### src/sv/quaternion_slerp_defines.svh
// Assertion macros used by quaternion_slerp.
// No dependencies; ASSERT_OFF empties every macro.
`ifndef QUATERNION_SLERP_DEFINES_SVH
`define QUATERNION_SLERP_DEFINES_SVH
`ifndef ASSERT_OFF
// clocked assertion, quiet while reset is held
`define SLRP_ASSERT(label, clk, rst_n, prop, msg) \
  label: assert property (@(posedge clk) disable iff (!rst_n) prop) else $error(msg);
// clocked assertion, checked through reset too
`define SLRP_ASSERT_NR(label, clk, prop, msg) \
  label: assert property (@(posedge clk) prop) else $error(msg);
`else
`define SLRP_ASSERT(label, clk, rst_n, prop, msg)
`define SLRP_ASSERT_NR(label, clk, prop, msg)
`endif
`endif

### src/sv/slrp_pkg.sv
// Shared types and constants for the quaternion slerp pipeline.
// No dependencies.
package slrp_pkg;

  localparam int ANG_BITS     = 30;
  localparam int CORDIC_STEPS = 30;
  localparam int SQRT_STEPS   = 31;
  localparam int DIV_STEPS    = 32;
  localparam logic [29:0] CORDIC_INV_GAIN = 30'd652032874;

  typedef logic signed [31:0] comp_t;
  typedef comp_t [3:0] quat_t;

  // atan(2^-i) in Q.30 radians
  function automatic logic [29:0] atan_step(input int i);
    logic [29:0] a;
    case (i)
      0: a = 30'd843314857;
      1: a = 30'd497837829;
      2: a = 30'd263043837;
      3: a = 30'd133525159;
      4: a = 30'd67021687;
      5: a = 30'd33543516;
      6: a = 30'd16775851;
      7: a = 30'd8388437;
      8: a = 30'd4194283;
      9: a = 30'd2097149;
      default: a = 30'(64'd1 << (ANG_BITS - i));
    endcase
    return a;
  endfunction

  // sideband through the square root
  typedef struct packed {
    quat_t       from;
    quat_t       to;
    logic [16:0] t;
    logic        neg;
    logic        near;
    logic [30:0] d30;
  } sq_side_t;

  // sideband through the angle CORDIC
  typedef struct packed {
    quat_t       from;
    quat_t       to;
    logic [16:0] t;
    logic        neg;
    logic        near;
    logic [30:0] sinth;
  } vec_side_t;

  // sideband through the sine CORDIC
  typedef struct packed {
    quat_t       from;
    quat_t       to;
    logic        neg;
    logic        near;
    logic [30:0] sinth;
  } sin_side_t;

  // sideband through the divider
  typedef struct packed {
    logic  near;
    quat_t near_q;
  } div_side_t;

  // one divider lane result
  typedef struct packed {
    logic        ovf;
    logic        neg;
    logic [31:0] quo;
  } div_res_t;

endpackage

### src/sv/slrp_isqrt.sv
// Pipelined floor square root, one result bit per stage.
// Depends on slrp_pkg.
module slrp_isqrt #(
  parameter int SB_W = 1
) (
  input  logic            clk,
  input  logic            rst_n,
  input  logic            en,
  input  logic            in_valid,
  input  logic [60:0]     in_rad,
  input  logic [SB_W-1:0] in_side,
  output logic            out_valid,
  output logic [30:0]     out_root,
  output logic [SB_W-1:0] out_side
);
  import slrp_pkg::*;

  localparam int NS = SQRT_STEPS;

  logic [61:0]     rem_r  [NS];
  logic [30:0]     root_r [NS];
  logic            v_r    [NS];
  logic [SB_W-1:0] sb_r   [NS];

  genvar k;
  for (k = 0; k < NS; k++) begin : g_stage
    localparam int B = NS - 1 - k;
    logic [61:0]     rem_c, trial, rem_nxt;
    logic [30:0]     root_c, root_nxt;
    logic            v_c;
    logic [SB_W-1:0] sb_c;

    if (k == 0) begin : g_first
      assign rem_c  = {1'b0, in_rad};
      assign root_c = '0;
      assign v_c    = in_valid;
      assign sb_c   = in_side;
    end else begin : g_next
      assign rem_c  = rem_r[k-1];
      assign root_c = root_r[k-1];
      assign v_c    = v_r[k-1];
      assign sb_c   = sb_r[k-1];
    end

    // try setting result bit B
    always_comb begin
      trial = ({31'd0, root_c} << (B + 1)) | (62'd1 << (2 * B));
      if (rem_c >= trial) begin
        rem_nxt  = rem_c - trial;
        root_nxt = root_c | (31'd1 << B);
      end else begin
        rem_nxt  = rem_c;
        root_nxt = root_c;
      end
    end

    always_ff @(posedge clk) begin
      if (!rst_n) begin
        v_r[k] <= 1'b0;
      end else if (en) begin
        v_r[k] <= v_c;
      end
    end

    always_ff @(posedge clk) begin
      if (en) begin
        rem_r[k]  <= rem_nxt;
        root_r[k] <= root_nxt;
        sb_r[k]   <= sb_c;
      end
    end
  end

  assign out_valid = v_r[NS-1];
  assign out_root  = root_r[NS-1];
  assign out_side  = sb_r[NS-1];

endmodule

### config.mk
export PLATFORM = sky130hd
export DESIGN_NAME = slrp_isqrt
export DESIGN_NICKNAME = d
export VERILOG_FILES = /design/src/sv/quaternion_slerp_defines.svh /design/src/sv/slrp_pkg.sv /design/src/sv/slrp_isqrt.sv
export SDC_FILE = /design/constraint.sdc
export NUM_CORES = 2
export LEC_CHECK = 0
export BUFFER_PORTS_ARGS = -buffer_cell sky130_fd_sc_hd__buf_2
export CAP_MARGIN = 30
export CORE_ASPECT_RATIO = 0.6
export CORE_MARGIN = 2
export CORE_UTILIZATION = 55
export CTS_BUF_LIST = sky130_fd_sc_hd__clkbuf_8
export DETAILED_ROUTE_END_ITERATION = 8
export PLACE_DENSITY = 0.82
export REMOVE_ABC_BUFFERS = 1
export SLEW_MARGIN = 20
export SYNTH_ARGS = -nofsm -noshare
export SYNTH_HDL_FRONTEND = slang
export SYNTH_SLANG_ARGS = --single-unit
### constraint.sdc
create_clock -name clk -period 5.44 [get_ports clk]
set_input_delay 1.088 -clock clk [delete_from_list [all_inputs] [get_ports clk]]
set_output_delay 1.088 -clock clk [all_outputs]
set_load 0.01 [all_outputs]
Word-level counts from Yosys, hierarchy flattened
Memories as Yosys holds them, arrays and structs flattened. Index checks and enable logic that the tools add are counted.

RAM bits: 2945. Memories kept: 4. Register bits after elaboration: 0. Output and inout port bits: 33.

Memories: rem_r (words 31, width 62, read ports 30, clocked after Yosys merged registers in 0, write ports 31, line slrp_isqrt.sv:20) `logic [61:0] rem_r [NS];`; root_r (words 31, width 31, read ports 31, clocked after Yosys merged registers in 0, write ports 31, line slrp_isqrt.sv:21) `logic [30:0] root_r [NS];`; sb_r (words 31, width 1, read ports 31, clocked after Yosys merged registers in 0, write ports 31, line slrp_isqrt.sv:23) `logic [SB_W-1:0] sb_r [NS];`; v_r (words 31, width 1, read ports 31, clocked after Yosys merged registers in 0, write ports 31, line slrp_isqrt.sv:22) `logic v_r [NS];`.

Add/subtract/negate cells: 31. Muxes and demuxes: 98. Bitwise logic cells: 31. Order comparisons: 31.

Operators by type and width (count): 62-bit 2-to-1 mux (31); 62-bit by 32-bit greater-or-equal comparator with 1-bit output (1); 62-bit by 33-bit greater-or-equal comparator with 1-bit output (1); 62-bit by 34-bit greater-or-equal comparator with 1-bit output (1); 62-bit by 35-bit greater-or-equal comparator with 1-bit output (1); 62-bit by 36-bit greater-or-equal comparator with 1-bit output (1); 62-bit by 37-bit greater-or-equal comparator with 1-bit output (1); 62-bit by 38-bit greater-or-equal comparator with 1-bit output (1); 62-bit by 39-bit greater-or-equal comparator with 1-bit output (1); 62-bit by 40-bit greater-or-equal comparator with 1-bit output (1); 62-bit by 41-bit greater-or-equal comparator with 1-bit output (1); 62-bit by 42-bit greater-or-equal comparator with 1-bit output (1); 62-bit by 43-bit greater-or-equal comparator with 1-bit output (1); 62-bit by 44-bit greater-or-equal comparator with 1-bit output (1); 62-bit by 45-bit greater-or-equal comparator with 1-bit output (1); 62-bit by 46-bit greater-or-equal comparator with 1-bit output (1); 62-bit by 47-bit greater-or-equal comparator with 1-bit output (1); 62-bit by 48-bit greater-or-equal comparator with 1-bit output (1); 62-bit by 49-bit greater-or-equal comparator with 1-bit output (1); 62-bit by 50-bit greater-or-equal comparator with 1-bit output (1); 62-bit by 51-bit greater-or-equal comparator with 1-bit output (1); 62-bit by 52-bit greater-or-equal comparator with 1-bit output (1); 62-bit by 53-bit greater-or-equal comparator with 1-bit output (1); 62-bit by 54-bit greater-or-equal comparator with 1-bit output (1); 71 further kinds (137).

Longest topological paths before layout
Word-level depth: 4. Mapped depth: 14. Depth with buffers taken out: 13.

Least setup slack after synthesis
Ideal clock, no wire load.

Path kind: reg-to-reg. From: mem rem_r[25][42], in the netlist rem_r[1][600]. To: mem rem_r[26][51], in the netlist rem_r[1][671], data pin. Period minus slack after synthesis: 3.914 ns. Setup slack: 1.526 ns. Path buffers: 1. Library setup time: 0.271 ns. Data required time: 5.169 ns. Arrival time: 3.642 ns. Cell stages (with the launch flop): 12. Cells stage by stage: edfxtp_1 -> or4_4 -> or4_4 -> or4_1 -> or3_1 -> or4_4 -> a31oi_4 -> nor4b_1 -> a21bo_2 -> buf_2 -> nor4_1 -> xor2_1.

RTL lines (line): start: declaration (slrp_isqrt.sv:20).

==> flow_summary.json <==
{
  "cts_root_buffer": "clkbuf_8",
  "grt_pass1_vias": 70690,
  "critPathArrivalTime_ns": 5.66,
  "hpwl_um": 225500,
  "hold_violations": 0,
  "wl_met3_um": 52030,
  "grt_antenna_before_repair": 30,
  "synth_edf_count": 2417,
  "startpoint_type": "flop",
  "cp_max_fo": 43,
  "path_clk_slew_ns": 0.07,
  "syn_to_final_growth_pct": 9.864,
  "grt_max_degree": 178,
  "yosys_warnings": 0,
  "worstMarginPinSlew_ns": 1.201,
  "clkSinkCount": 2418,
  "routed_wl_um": 300000,
  "drtIter0Drc": 11520,
  "cts_tree": "yes",
  "gr-usage-all-layers_pct": 27.96,
  "final_cell_mix": "edfxtp_1, inv_1, nor2_1",
  "endpoint_kind": "flop",
  "peakVddDrop_mv": 0.2250,
  "rsz0062_at_grt": "no",
  "grt_overflow_total": 0,
  "wl_met2_um": 105500,
  "h-tree-depth": 5,
  "async_flop_share_pct": 0,
  "netlist_instances": 9047,
  "fin_hold_ws_ns": 0.2345,
  "cap_violations": 0,
  "ios": 99,
  "insertion_delay_ns": 1.02,
  "setup_viol": 0,
  "die_area_mm2": 0.2121,
  "maxSlewViolCount": 0,
  "synth-main-ff-cell": "edfxtp_1",
  "seq_area_frac_synth_pct": 63.38,
  "synth.avg_cell_area_um2": 12.66,
  "ant_nets": 0,
  "routedWlPerCell_um": 24.04,
  "synth_seq_cells": 2418,
  "via_per_inst": 6.168,
  "die_y_um": 357.5,
  "num_rows": 129,
  "synth_cell_types": 90,
  "num_vias": 76970,
  "cts_resized": 0,
  "path_class": "flop to flop",
  "syn-cell-area_mm2": 0.1145,
  "cts_buffers": 355,
  "firstDrtPassIters": 8,
  "grt_pass1_wl_um": 445600,
  "period_minus_slack_ns": 4.959,
  "max_freq_mhz": 201.6,
  "cp.required_ns": 6.14,
  "hold_class": "primary input to flop",
  "remaining_drc_errors": 0,
  "post-route-period-util_pct": 91.16,
  "io_buffers": 98,
  "finalPower_mw": 52.66,
  "die_w_um": 593.2,
  "met1Wirelength_um": 137700,
  "drive_above_1_share_pct": 8.715,
  "p_leak_nw": 47.95,
  "hold_buffers": 0,
  "top_layer": "met5",
  "postCtsSetupBuffers": 0,
  "p_per_area_mw_per_mm2": 418.4,
  "layout.cells.most_common": "edfxtp_1",
  "start_util_pct": 55.44,
  "gp_congestion": 1.047,
  "coreArea_mm2": 0.2066,
  "fin_worst_skew_ns": 0.07917,
  "relSlewSlack_pct": 19.07,
  "status": "finished clean",
  "cts_max_path_buffers": 4,
  "nNetsFinal": 10030
}
## registers in the layout, indices dropped and copies added, names as in the netlist
register  flops
sb_r         31
v_r          31
rem_r      1860
root_r      496
## path summary, 6_finish.rpt
| check | start | endpoint | slack [ns] | cells past startpoint |
|---|---|---|---|---|
| setup / recovery | rem_r[1][231] | rem_r[1][303] | 0.48 | 11 |
| hold / removal | in_rad[33] | rem_r[0][33] | 0.23 | 1 |
| setup reg to reg | rem_r[1][231] | rem_r[1][303] | 0.48 | 11 |
| hold reg to reg | sb_r[0][3] | sb_r[0][4] | 0.42 | 0 |
## synthesized netlist by cell type (60+ instances only)
cell | count | share of area, %
edfxtp_1 | 2417 | 63
xor2_1 | 404 | 3.1
or3_1 | 100 | 0.55
nand4_1 | 136 | 0.74
a21oi_1 | 650 | 2.8
inv_1 | 635 | 2.1
nor3_1 | 249 | 1.1
clkbuf_1 | 161 | 0.53
and3_1 | 88 | 0.48
nor2b_1 | 66 | 0.36
nand3_1 | 153 | 0.67
or4_1 | 60 | 0.39
o21ai_0 | 327 | 1.4
nor4_1 | 300 | 1.6
ha_1 | 523 | 5.7
nand2_1 | 505 | 1.7
o21a_1 | 80 | 0.52
xnor2_1 | 434 | 3.3
nand2b_1 | 98 | 0.54
nor2_1 | 714 | 2.3
mux2_2 | 80 | 0.79
a21o_1 | 202 | 1.3
## kinds of logic after synthesis
logic type,after synthesis,share of synthesized area [%]
AND/OR/NAND/NOR,2706,12.07
flip-flops,2418,63.38
AO/OA/AOI/OAI,1650,8.848
XOR/XNOR,838,6.408
buffers and inverters,820,2.695
adder cells (fa/ha/maj),523,5.713
multiplexers,91,0.8826
other,1,0.003274
## cell type report
cell class                      instances  area (um^2)
Clock inverter                        274         1747
Timing Repair Buffer                  217         1644
Sequential cell                      2418        72600
Multi-Input combinational cell       5810        39000
Inverter                              637         2394
Clock buffer                          363         4996
Fill cell                           15480        80750
Tap cell                             2751         3442
Antenna cell                           10        25.02
## power breakdown
| group | total (mW) | switching, mW | internal (mW) |
|---|---|---|---|
| Sequential | 25.6 | 1.96 | 23.6 |
| Clock | 14.4 | 7.18 | 7.20 |
| Combinational | 12.7 | 7.91 | 4.78 |
## critical path, stage by stage (launching register included)
cell	delay (ns)
edfxtp_1	0.47
or4_1	0.65
nor4_2	0.78
nand4_1	0.24
or4_1	0.64
a211oi_1	0.34
or4_1	0.19
buf_4	0.41
nand2b_1	0.14
nor3_1	0.47
nand3_1	0.18
xnor2_1	0.18
## metrics by stage
stage | util (%) | std cells | TNS [ns] | area (um^2) | setup slack [ns]
floorplan | - | 8865 | -16.69 | 113900 | -0.7618
global placement | 57.54 | 11810 | 0 | 118900 | 0.6368
detailed placement | 57.58 | 11820 | 0 | 119000 | 0.7604
CTS | 60.84 | 12460 | 0 | 125700 | 0.6981
global route | 60.90 | 12470 | 0 | 125800 | 0.1388
finish | 60.91 | 12480 | 0 | 125800 | 0.4808
## routing by layer
metal | vias up | GRT usage (%)
met2 | 4690 | 32.45
met1 | 37140 | 45.25
met5 | - | 0.5291
li1 | 34690 | -
met4 | 26 | 5.149
met3 | 430 | 14.03
(Power assumes the default switching activity.)
